==> src/rtl/imi_pkg.sv <==
// Shared types, constants and the code point classifier for the implicit
// multiply inserter. No dependencies.
`timescale 1ns / 1ps

package imi_pkg;

  // Decoded-beat queue between the UTF-8 front end and the rewriter
  localparam int QUEUE_DEPTH    = 4;
  localparam int QUEUE_PTR_BITS = $clog2(QUEUE_DEPTH);

  localparam logic [7:0]  STAR_BYTE = 8'h2A;
  localparam logic [20:0] CP_BAD    = 21'h00FFFD;
  localparam logic [20:0] CP_BULLET = 21'h002022;

  // UTF-8 lead byte masks and codes
  localparam logic [7:0] LEAD2_MASK = 8'hE0;
  localparam logic [7:0] LEAD2_CODE = 8'hC0;
  localparam logic [7:0] LEAD3_MASK = 8'hF0;
  localparam logic [7:0] LEAD3_CODE = 8'hE0;
  localparam logic [7:0] LEAD4_MASK = 8'hF8;
  localparam logic [7:0] LEAD4_CODE = 8'hF0;
  localparam logic [7:0] CONT_MASK  = 8'hC0;
  localparam logic [7:0] CONT_CODE  = 8'h80;

  // What the rewriter needs to know about one code point
  typedef enum logic [2:0] {
    CLS_OTHER,
    CLS_DIGIT,          // 0-9 or '.'
    CLS_OPEN_PAREN,
    CLS_CLOSE_PAREN,
    CLS_OPEN_BRACKET,
    CLS_CLOSE_BRACKET,
    CLS_NO_STAR         // operator that suppresses a '*' after ')'
  } cp_class_t;

  // One queue entry: the bytes a single input beat releases.
  // multi: all bytes form one code point of class cls; otherwise each
  // byte is a code point of its own.
  typedef struct packed {
    logic [3:0][7:0] data;
    logic [2:0]      count;
    logic            multi;
    cp_class_t       cls;
    logic            last;
  } cp_entry_t;

  function automatic cp_class_t classify(input logic [20:0] cp);
    cp_class_t c;
    unique case (cp) inside
      21'h00005B:                        c = CLS_OPEN_BRACKET;
      21'h00005D:                        c = CLS_CLOSE_BRACKET;
      21'h000028:                        c = CLS_OPEN_PAREN;
      21'h000029:                        c = CLS_CLOSE_PAREN;
      [21'h000030:21'h000039], 21'h00002E: c = CLS_DIGIT;
      21'h00002B, 21'h00002D, 21'h00002A,
      21'h00002F, 21'h00005E, CP_BULLET: c = CLS_NO_STAR;
      default:                           c = CLS_OTHER;
    endcase
    return c;
  endfunction

  // Class of a byte that stands alone: ASCII as itself, anything else U+FFFD
  function automatic cp_class_t byte_class(input logic [7:0] b);
    return classify(b[7] ? CP_BAD : {13'd0, b});
  endfunction

endpackage

==> src/rtl/implicit_multiply_inserter.sv <==
// Top level of the implicit multiply inserter: UTF-8 front end, entry queue
// and rewriter. Depends on imi_pkg, imi_front, imi_queue and imi_back.
`timescale 1ns / 1ps

// Usage
//   Input channel: a byte beat (in_byte, in_last) is taken at a rising edge
//   with push high and full low. in_last marks the final byte of a string.
//   Output channel: while empty is low, out_byte/out_last show the oldest
//   rewritten byte; it leaves at a rising edge with pop high. Every input
//   byte comes out unchanged, with an extra '*' (0x2A) before '(' after a
//   top-level digit or '.', and after ')' when the next code point sits at
//   the same bracket depth and is not + - * / ^ ) or U+2022.
//   Path: with the rewriter idle, the first beat a taken byte releases is
//   written into the queue and then into the output register; an inserted
//   '*' goes out first, ahead of the byte. The bytes of an unfinished UTF-8
//   sequence wait until the sequence completes, breaks or the string ends.
//   Throughput: one input beat per cycle while full is low. The rewriter
//   delivers one output beat per cycle while pop keeps up, so a beat releasing
//   k bytes (k up to 5 with stars) holds it until all k are out; a 4-entry
//   queue between decoder and rewriter absorbs such bursts, and full rises only when it is filled.
//   Stall: with pop low the output register holds its beat, the rewriter
//   stops, the queue fills and full then throttles the sender.
//   Reset (rst, synchronous): queue and output empty, no buffered sequence,
//   depth 0. The same context is restored after each in_last byte.
module implicit_multiply_inserter import imi_pkg::*; #(
  parameter int DEPTH_BITS = 8
) (
  input  logic       clk,
  input  logic       rst,
  input  logic       push,
  output logic       full,
  input  logic [7:0] in_byte,
  input  logic       in_last,
  input  logic       pop,
  output logic       empty,
  output logic [7:0] out_byte,
  output logic       out_last
);

  cp_entry_t front_entry, q_head;
  logic      front_valid, q_empty, q_pop, accept;

  assign accept = push && !full;

  imi_front u_front (
    .clk         (clk),
    .rst         (rst),
    .accept      (accept),
    .in_byte     (in_byte),
    .in_last     (in_last),
    .entry       (front_entry),
    .entry_valid (front_valid)
  );

  imi_queue u_queue (
    .clk        (clk),
    .rst        (rst),
    .push       (front_valid),
    .push_entry (front_entry),
    .full       (full),
    .pop        (q_pop),
    .head       (q_head),
    .empty      (q_empty)
  );

  imi_back #(
    .DEPTH_BITS (DEPTH_BITS)
  ) u_back (
    .clk      (clk),
    .rst      (rst),
    .head     (q_head),
    .q_empty  (q_empty),
    .q_pop    (q_pop),
    .pop      (pop),
    .empty    (empty),
    .out_byte (out_byte),
    .out_last (out_last)
  );

endmodule

==> src/rtl/imi_front.sv <==
// UTF-8 front end: groups input bytes into code points and emits one queue
// entry per beat that releases bytes. Depends on imi_pkg.
`timescale 1ns / 1ps

module imi_front import imi_pkg::*; (
  input  logic      clk,
  input  logic      rst,
  input  logic      accept,
  input  logic [7:0] in_byte,
  input  logic      in_last,
  output cp_entry_t entry,
  output logic      entry_valid
);

  logic [7:0] seq_bytes [3];
  logic [1:0] seq_have, seq_have_next;
  logic [1:0] seq_need, seq_need_next;

  logic       is_cont;
  logic [1:0] lead_need;
  logic       complete, extend, inc_b;
  logic [2:0] count;
  logic [20:0] cp;

  assign is_cont  = (in_byte & CONT_MASK) == CONT_CODE;
  assign complete = (seq_have != 2'd0) && is_cont && (seq_have == seq_need);
  assign extend   = (seq_have != 2'd0) && is_cont && (seq_have != seq_need);

  always_comb begin
    if ((in_byte & LEAD2_MASK) == LEAD2_CODE)      lead_need = 2'd1;
    else if ((in_byte & LEAD3_MASK) == LEAD3_CODE) lead_need = 2'd2;
    else if ((in_byte & LEAD4_MASK) == LEAD4_CODE) lead_need = 2'd3;
    else                                           lead_need = 2'd0;
  end

  // Buffered bytes first, then the new byte where it is released now
  always_comb begin
    if (complete)    inc_b = 1'b1;
    else if (extend) inc_b = in_last;
    else             inc_b = (lead_need == 2'd0) || in_last;
    count = (extend && !in_last) ? 3'd0 : ({1'b0, seq_have} + {2'd0, inc_b});
  end

  assign entry.data[0] = (seq_have > 2'd0) ? seq_bytes[0] : in_byte;
  assign entry.data[1] = (seq_have > 2'd1) ? seq_bytes[1] : in_byte;
  assign entry.data[2] = (seq_have > 2'd2) ? seq_bytes[2] : in_byte;
  assign entry.data[3] = in_byte;

  // Scalar value of a completed sequence, overlong forms as given
  always_comb begin
    case (seq_need)
      2'd1:    cp = {10'd0, entry.data[0][4:0], entry.data[1][5:0]};
      2'd2:    cp = {5'd0, entry.data[0][3:0], entry.data[1][5:0], entry.data[2][5:0]};
      default: cp = {entry.data[0][2:0], entry.data[1][5:0], entry.data[2][5:0],
                     entry.data[3][5:0]};
    endcase
  end

  assign entry.count = count;
  assign entry.multi = complete;
  assign entry.cls   = classify(cp);
  assign entry.last  = in_last;
  assign entry_valid = accept && (count != 3'd0);

  always_comb begin
    seq_have_next = seq_have;
    seq_need_next = seq_need;
    if (accept) begin
      if (in_last || complete) begin
        seq_have_next = 2'd0;
        seq_need_next = 2'd0;
      end else if (extend) begin
        seq_have_next = seq_have + 2'd1;
      end else if (lead_need != 2'd0) begin
        seq_have_next = 2'd1;
        seq_need_next = lead_need;
      end else begin
        seq_have_next = 2'd0;
        seq_need_next = 2'd0;
      end
    end
  end

  always_ff @(posedge clk) begin
    if (rst) begin
      seq_have <= 2'd0;
      seq_need <= 2'd0;
    end else begin
      seq_have <= seq_have_next;
      seq_need <= seq_need_next;
    end
  end

  always_ff @(posedge clk) begin
    if (accept && !in_last) begin
      if (extend) begin
        seq_bytes[seq_have] <= in_byte;
      end else if (!complete && lead_need != 2'd0) begin
        seq_bytes[0] <= in_byte;
      end
    end
  end

`ifndef SYNTHESIS
  a_have_within_need: assert property (@(posedge clk) disable iff (rst)
    seq_have != 2'd0 |-> seq_have <= seq_need)
    else $error("front: buffered byte count exceeds lead byte demand");

  a_idle_no_need: assert property (@(posedge clk) disable iff (rst)
    seq_have == 2'd0 |-> seq_need == 2'd0)
    else $error("front: continuation demand without a buffered lead byte");
`endif

endmodule

==> src/rtl/imi_queue.sv <==
// Short register queue of decoded entries between front end and rewriter.
// Depends on imi_pkg.
`timescale 1ns / 1ps

module imi_queue import imi_pkg::*; (
  input  logic      clk,
  input  logic      rst,
  input  logic      push,
  input  cp_entry_t push_entry,
  output logic      full,
  input  logic      pop,
  output cp_entry_t head,
  output logic      empty
);

  cp_entry_t                 slots [QUEUE_DEPTH];
  logic [QUEUE_PTR_BITS-1:0] wr_ptr, rd_ptr;
  logic [QUEUE_PTR_BITS:0]   count, count_next;
  logic                      do_push, do_pop;

  assign full    = count == (QUEUE_PTR_BITS + 1)'(QUEUE_DEPTH);
  assign empty   = count == '0;
  assign do_push = push && !full;
  assign do_pop  = pop && !empty;
  assign head    = slots[rd_ptr];

  always_comb begin
    count_next = count;
    if (do_push && !do_pop)      count_next = count + 1'b1;
    else if (do_pop && !do_push) count_next = count - 1'b1;
  end

  always_ff @(posedge clk) begin
    if (rst) begin
      wr_ptr <= '0;
      rd_ptr <= '0;
      count  <= '0;
    end else begin
      if (do_push) wr_ptr <= wr_ptr + 1'b1;
      if (do_pop)  rd_ptr <= rd_ptr + 1'b1;
      count <= count_next;
    end
  end

  always_ff @(posedge clk) begin
    if (do_push) slots[wr_ptr] <= push_entry;
  end

endmodule

==> src/rtl/imi_back.sv <==
// Rewriter: walks queue entries byte by byte, tracks bracket depth and the
// previous code point, inserts '*' and drives the output register.
// Depends on imi_pkg.
`timescale 1ns / 1ps

module imi_back import imi_pkg::*; #(
  parameter int DEPTH_BITS = 8
) (
  input  logic       clk,
  input  logic       rst,
  input  cp_entry_t  head,
  input  logic       q_empty,
  output logic       q_pop,
  input  logic       pop,
  output logic       empty,
  output logic [7:0] out_byte,
  output logic       out_last
);

  localparam logic [DEPTH_BITS-1:0] DEPTH_MAX = '1;

  logic [DEPTH_BITS-1:0] depth_count, depth_count_next;
  logic [DEPTH_BITS-1:0] close_depth, close_depth_next;
  logic                  prev_valid, prev_valid_next;
  logic                  prev_digit, prev_digit_next;
  logic                  prev_top_level, prev_top_level_next;
  logic                  close_pending, close_pending_next;
  logic [1:0]            idx, idx_next;
  logic                  star_done, star_done_next;
  logic                  out_valid;

  logic [7:0]            slot_byte;
  logic                  start, last_slot, step, want_star, emit_byte;
  logic                  star_close, star_open;
  cp_class_t             cls;
  logic [DEPTH_BITS-1:0] lvl;

  assign slot_byte = head.data[idx];
  assign start     = !head.multi || (idx == 2'd0);
  assign cls       = head.multi ? head.cls : byte_class(slot_byte);
  assign lvl       = (cls == CLS_OPEN_BRACKET && depth_count != DEPTH_MAX) ?
                     depth_count + 1'b1 : depth_count;

  assign star_close = close_pending && (close_depth == lvl) &&
                      cls != CLS_NO_STAR && cls != CLS_CLOSE_PAREN;
  assign star_open  = (cls == CLS_OPEN_PAREN) && prev_valid && prev_digit &&
                      prev_top_level;
  assign want_star  = start && !star_done && (star_close || star_open);

  assign last_slot = {1'b0, idx} == (head.count - 3'd1);
  assign step      = !q_empty && (!out_valid || pop);
  assign emit_byte = step && !want_star;
  assign q_pop     = emit_byte && last_slot;
  assign empty     = !out_valid;

  always_comb begin
    depth_count_next    = depth_count;
    close_depth_next    = close_depth;
    prev_valid_next     = prev_valid;
    prev_digit_next     = prev_digit;
    prev_top_level_next = prev_top_level;
    close_pending_next  = close_pending;
    idx_next            = idx;
    star_done_next      = star_done;
    if (step && want_star) begin
      star_done_next = 1'b1;
    end else if (emit_byte) begin
      star_done_next = 1'b0;
      idx_next       = last_slot ? 2'd0 : idx + 2'd1;
      if (start) begin
        depth_count_next    = (cls == CLS_CLOSE_BRACKET && lvl != '0) ? lvl - 1'b1 : lvl;
        prev_valid_next     = 1'b1;
        prev_digit_next     = cls == CLS_DIGIT;
        prev_top_level_next = lvl == '0;
        close_pending_next  = cls == CLS_CLOSE_PAREN;
        close_depth_next    = lvl;
      end
      // end of string: context returns to its reset values
      if (last_slot && head.last) begin
        depth_count_next    = '0;
        close_depth_next    = '0;
        prev_valid_next     = 1'b0;
        prev_digit_next     = 1'b0;
        prev_top_level_next = 1'b0;
        close_pending_next  = 1'b0;
      end
    end
  end

  always_ff @(posedge clk) begin
    if (rst) begin
      depth_count    <= '0;
      close_depth    <= '0;
      prev_valid     <= 1'b0;
      prev_digit     <= 1'b0;
      prev_top_level <= 1'b0;
      close_pending  <= 1'b0;
      idx            <= 2'd0;
      star_done      <= 1'b0;
      out_valid      <= 1'b0;
    end else begin
      depth_count    <= depth_count_next;
      close_depth    <= close_depth_next;
      prev_valid     <= prev_valid_next;
      prev_digit     <= prev_digit_next;
      prev_top_level <= prev_top_level_next;
      close_pending  <= close_pending_next;
      idx            <= idx_next;
      star_done      <= star_done_next;
      if (step)     out_valid <= 1'b1;
      else if (pop) out_valid <= 1'b0;
    end
  end

  always_ff @(posedge clk) begin
    if (step) begin
      out_byte <= want_star ? STAR_BYTE : slot_byte;
      out_last <= emit_byte && last_slot && head.last;
    end
  end

`ifndef SYNTHESIS
  a_idx_in_entry: assert property (@(posedge clk) disable iff (rst)
    !q_empty |-> {1'b0, idx} < head.count)
    else $error("back: slot index beyond entry length");

  a_ctx_cleared_at_end: assert property (@(posedge clk) disable iff (rst)
    (emit_byte && last_slot && head.last) |=>
      (depth_count == '0 && !close_pending && !prev_valid && idx == 2'd0))
    else $error("back: context not cleared after end of string");
`endif

endmodule
==> config.mk <==
export PLATFORM = sky130hd
export DESIGN_NAME = implicit_multiply_inserter
export DESIGN_NICKNAME = d
export VERILOG_FILES = /design/src/rtl/imi_pkg.sv /design/src/rtl/implicit_multiply_inserter.sv /design/src/rtl/imi_front.sv /design/src/rtl/imi_queue.sv /design/src/rtl/imi_back.sv
export SDC_FILE = /design/constraint.sdc
export NUM_CORES = 1
export LEC_CHECK = 0
export BUFFER_PORTS_ARGS = -buffer_cell sky130_fd_sc_hd__buf_2
export CAP_MARGIN = 20
export CORE_UTILIZATION = 34
export CTS_BUF_LIST = sky130_fd_sc_hd__clkbuf_4 sky130_fd_sc_hd__clkbuf_8
export CTS_CLUSTER_DIAMETER = 30
export DETAILED_ROUTE_END_ITERATION = 8
export GPL_ROUTABILITY_DRIVEN = 0
export PLACE_DENSITY = 0.46
export SLEW_MARGIN = 30
export SYNTH_ARGS = -nofsm -noshare
export SYNTH_HDL_FRONTEND = slang
export SYNTH_SLANG_ARGS = --single-unit
export TNS_END_PERCENT = 5
==> constraint.sdc <==
create_clock -name clk -period 5.4 [get_ports clk]
set_input_delay 0.54 -clock clk [delete_from_list [all_inputs] [get_ports clk]]
set_output_delay 0.54 -clock clk [all_outputs]
set_load 0.01 [all_outputs]
# Word-level counts from Yosys, hierarchy flattened
# Memories as Yosys holds them, arrays and structs flattened. A register that Yosys moved wholly into a read port is not among the register bits.
# Cells that the tools add are included.
# word_totals
regBits	44
latchBits	0
mem_bits_rw	184
romBits	0
out_inout_bits	11
wordCells	201
mem_count	2
# op_classes
addsub	10
multipliers	0
div	0
order_cmp	8
eq_ne	42
n_shift	0
muxes	57
n_bitwise	1
reduce_logical	65
# memory_table
name	words	word_bits	read_ports	rd_clocked_by_memory_dff	wr	line_no	text
u_queue.slots	4	40	1	1	1	imi_queue.sv:16	cp_entry_t slots [QUEUE_DEPTH];
u_front.seq_bytes	3	8	3	0	1	imi_front.sv:15	logic [7:0] seq_bytes [3];
# op_table
op	n
21-bit by 6-bit == test with 1-bit output (second input constant)	14
21-bit by 7-bit == test with 1-bit output (second input constant)	6
8-bit two-way mux	11
21-bit by 14-bit == test with 1-bit output (second input constant)	2
21-bit by 6-bit greater-or-equal comparator with 1-bit output (second input constant)	2
21-bit by 6-bit less-or-equal comparator with 1-bit output (second input constant)	2
21-bit case mux with 2 select lines	1
3-bit case mux with 6 select lines	2
1-bit logical AND	30
1-bit two-way mux	25
2-bit two-way mux	12
8-bit binary-select mux with 2-bit select	1
16-bit two-way mux	1
3-bit == test (second input constant)	4
3-bit two-way mux	4
2-bit nonzero test	6
6-bit OR reduction	2
1-bit logical NOT	10
2-bit by 1-bit adder with 2-bit output (second input constant)	4
8-bit by 1-bit adder with 8-bit output (second input constant)	1
8-bit == test	1
8-bit logical NOT	1
8-bit != test (second input constant)	1
8-bit nonzero test	1
28 further kinds	39

# Longest topological paths before layout
# depth
word_depth	24
mapped_depth	23
depth_no_buf	19

# Modules after synthesis
# From an unflattened synthesis, not the netlist that was laid out.
# hier_totals
cells_unflattened	818
hier_area_um2	11357.1
# by_module_without_submodules
mod	n_inst	cells_per_inst	area_per_inst_um2
imi_queue	1	257	6287.3
imi_back	1	333	2844.0
imi_front	1	227	2212.1
implicit_multiply_inserter	1	1	13.8

# Worst setup path before layout
# No wires, ideal clock.
# synth_timing
kind	register to register
startpoint	register with a tool-made name
endpoint	register u_queue.count[2]
t_arrival_ns	4.857
t_required_ns	5.329
path_slack_ns	0.472
path_stages_with_launch	23
n_path_buf	3
period_less_slack_ns	4.928
path_cell_list	dfxtp_1 > buf_6 > buf_6 > buf_4 > mux4_2 > a22oi_2 > nand2_2 > a21oi_1 > nor3_1 > o311ai_4 > o211ai_4 > nor3_4 > mux2i_1 > o2111ai_2 > nor4_4 > nor3b_2 > inv_1 > ha_1 > inv_1 > fa_1 > xor2_1 > or3_1 > a21oi_1
# synth_rtl
item	line_no	text
end signal, assigned	imi_queue.sv:41	count <= count_next;
end, declared	imi_queue.sv:18	logic [QUEUE_PTR_BITS:0] count, count_next;

==> flow_summary.yaml <==
clock_tree:
  clock_path_buffers: 3
  cts_root_buf: "clkbuf_8"
  numCtsBuffers: 53
  cts_tree: "yes"
  clock_latency_ns: 0.58
  cts_hold_repair.buffers: 0
  htreeDepth: 2
  clock-sinks: 230
  clk_pin_slew_ns: 0.05
sta:
  fin_worst_skew_ns: 0.0350
  min_period_over_period_pct: 95.1
  rsz0062_at_grt: "false"
  drv_slew: 0
  setup_tns_ns: 0
  max_slew_margin_pct: 33.9
  fmax_mhz: 195
  period_minus_slack_ns: 5.13
  worst_pin_slew_ns: 0.986
  setup_viol: 0
  hold_viol_final: 0
  holdWs_ns: 0.235
final_layout:
  syn2layout_area_growth_pct: 19.6
  antenna_cells: 0
  drive_above_1_share_pct: 32.0
  finish.instance_area_um2: 12800
  final_util_pct: 41.6
  fin_nets: 855
yosys:
  synth_seq_cells: 230
  synth_top_area_cell: "edfxtp_1"
  yosysWarnings: 0
  netlist.area_leader.share_pct: 54.2
  synth_cells: 734
  synth_area_leaders: "edfxtp_1 (54%), mux4_2 (8.4%), dfxtp_1 (6.9%), mux2_2 (2.5%), ha_1 (2.0%)"
  syn_nets: 765
  yosysSeqAreaShare_pct: 61.1
  synth-edff-count: 193
  async_reset_ff_share_pct: 0
  yosysUniqueCellTypes: 80
  synthFlopType: "edfxtp_1"
  post_synth.cell_area_avg_um2: 14.6
  syn_area_um2: 10700
power_and_ir_drop:
  seq_power_share_pct: 36.1
  ir_drop_mv: 0.187
  power.leakage_uw: 0.00435
  p_per_area_nw_per_um2: 489
  switching_share_pct: 31.5
  power_frac_clock_pct: 34.3
  p_comb_share_pct: 29.6
  p_int_uw: 4280
  p_sw_uw: 1970
global_route:
  grt_max_degree: 41
  grt_pass1_vias: 6797
  overflow: 0
  grtUsageTotal_pct: 16.6
  grt_pass1_wl_um: 39500
  antenna_found_initial: 0
floorplan:
  die_h_um: 179
  initial_core_util_pct: 34.8
  die_w_um: 179
  die-area_um2: 32200
  ios: 24
  rows: 64
  core_um2: 30700
worst_setup_path:
  worst_ep_arrival_time_ns: 5.63
  reg2regPathDepth: 20
  startpoint_type: "register"
  cp-endpoint: "u_queue.count[2]"
  crit_fanout: 12
  r2r-end: "u_queue.count[2]"
  required_ns: 5.90
  critical_path.endpoint_type: "register"
  r2r_slack_ns: 0.27
  crit_type: "reg -> reg"
placed_design:
  place_area_um2: 11300
  dpl.hpwl_um: 16800
  portBuffers: 23
job:
  max-cap-violations: 0
outcome:
  outcome: "finished, final reports clean"
routing:
  vias: 6595
  via_per_inst: 5.22
  avgRoutedWirePerCell_um: 20.7
  wl_um: 26100
  antenna_left: 0
  drtIter0Drc: 402
  drc: 0
  firstDrtPassIters: 5
worst_hold_path:
  min_path_type: "in -> reg"
  hold_start: "pop"
through the flow:
stage,power (uW),cells,setup WS [ns]
detailed placement,3930,1145,0.0186
CTS,6100,1244,0.0130
global placement,3900,1145,0.144
floorplan,3450,734,0.472
global route,6560,1264,0.00137
finish,6250,1264,0.266
synthesized netlist by cell type (4+ instances only):
cell / count
a21oi_1: 20
mux2_2: 24
nand3_1: 14
a22oi_2: 9
nand2_2: 4
buf_6: 5
ha_1: 17
a22oi_1: 9
and3_1: 6
nor2b_1: 6
or3_1: 8
a221o_1: 9
buf_2: 5
clkbuf_1: 16
a22o_1: 11
nand4_1: 4
nand2b_1: 6
mux2i_1: 9
o21ai_0: 18
inv_1: 28
o31ai_1: 5
xor2_1: 6
o21ai_1: 5
nor2_1: 43
nor3_1: 18
xnor2_1: 15
nand2_1: 45
o2bb2ai_1: 4
nor3b_1: 6
mux4_2: 40
edfxtp_1: 193
and2_1: 14
dfxtp_1: 37
power groups by stage:
| stage | clock, uW | combinational [uW] | sequential [uW] |
|---|---|---|---|
| after global routing | 2280 | 2000 | 2280 |
| after detailed placement | 0 | 1650 | 2280 |
| after CTS | 2200 | 1650 | 2250 |
| after global placement | 0 | 1630 | 2270 |
| after floorplan | 0 | 1170 | 2280 |
| final | 2150 | 1850 | 2260 |
what timing repair did:
| action | CTS | global route |
|---|---|---|
| setup endpoints to repair | 0 | 7 |
| gates resized for setup | 0 | 20 |
| buffers inserted | 0 | 18 |
per-layer routing:
metal  wire, um  part of all wire, %  global-route usage, %
met4        617                  2.4                   5.46
met5          0                    0                      0
met2      12700                   49                   27.4
met1      11700                   45                   21.9
met3       1080                  4.1                   3.14
kinds of logic after synthesis:
logic type | after synthesis | synth area share, %
compound gates | 126 | 9.59
xor+xnor | 21 | 1.72
fa+ha+maj | 18 | 2.18
buf+inv | 60 | 2.84
flops | 230 | 61.1
mux | 75 | 12.0
simple gates | 204 | 10.6
critical path, stage by stage (launching register included):
cell	delay (ns)
dfxtp_4	0.41
clkbuf_16	0.21
mux4_2	0.52
a22oi_2	0.35
nand2_2	0.16
a21oi_2	0.18
nor3_2	0.08
o311ai_4	0.29
o211ai_4	0.17
o311a_1	0.39
a2111oi_4	0.29
o2111ai_2	0.22
nor4_4	0.39
nor3b_2	0.09
inv_1	0.08
ha_1	0.17
inv_1	0.06
fa_1	0.37
xor2_1	0.17
or3_1	0.30
a21oi_1	0.15
cell usage in the layout (no fill, tap or decap), types with 9 or more instances in the layout:
master,count
dfxtp_1,35
ha_1,17
mux2_2,24
o21ai_0,18
nor3_1,15
edfxtp_1,193
clkbuf_8,55
nor2_1,42
and2_1,10
a221o_1,9
nand3_1,14
clkbuf_4,10
a22o_1,11
mux4_2,40
a21oi_1,19
xnor2_1,15
inv_1,28
nand2_1,42
buf_2,23
buf_4,39
a22oi_2,13
layout make-up:
cell class / instances / area [um^2]
Fill cell: 2842 / 18000
Timing Repair Buffer: 67 / 518
Tap cell: 396 / 495
Multi-Input combinational cell: 444 / 3950
Sequential cell: 230 / 6540
Inverter: 28 / 105
Clock inverter: 34 / 354
Clock buffer: 65 / 832
how the worst min path moves through the flow:
| stage | endpoint | slack [ns] | cells after the start |
|---|---|---|---|
| CTS | u_back.out_valid | 0.20 | 4 |
| floorplan | u_back.prev_valid | 0.42 | 1 |
| global placement | u_back.prev_valid | 0.43 | 1 |
| global route | u_back.out_valid | 0.23 | 4 |
| detailed placement | u_back.prev_valid | 0.44 | 1 |
| finish | u_back.out_valid | 0.24 | 4 |
state kept, by name (all words and copies together) (netlist names), 3 cells and up, named ones only:
| name | flops |
|---|---|
| u_queue.slots | 160 |
| u_front.seq_bytes | 24 |
| u_back.close_depth | 8 |
| u_back.depth_count | 8 |
| u_back.out_byte | 8 |
| u_queue.count | 3 |
Power figures use the tool's default switching activity.
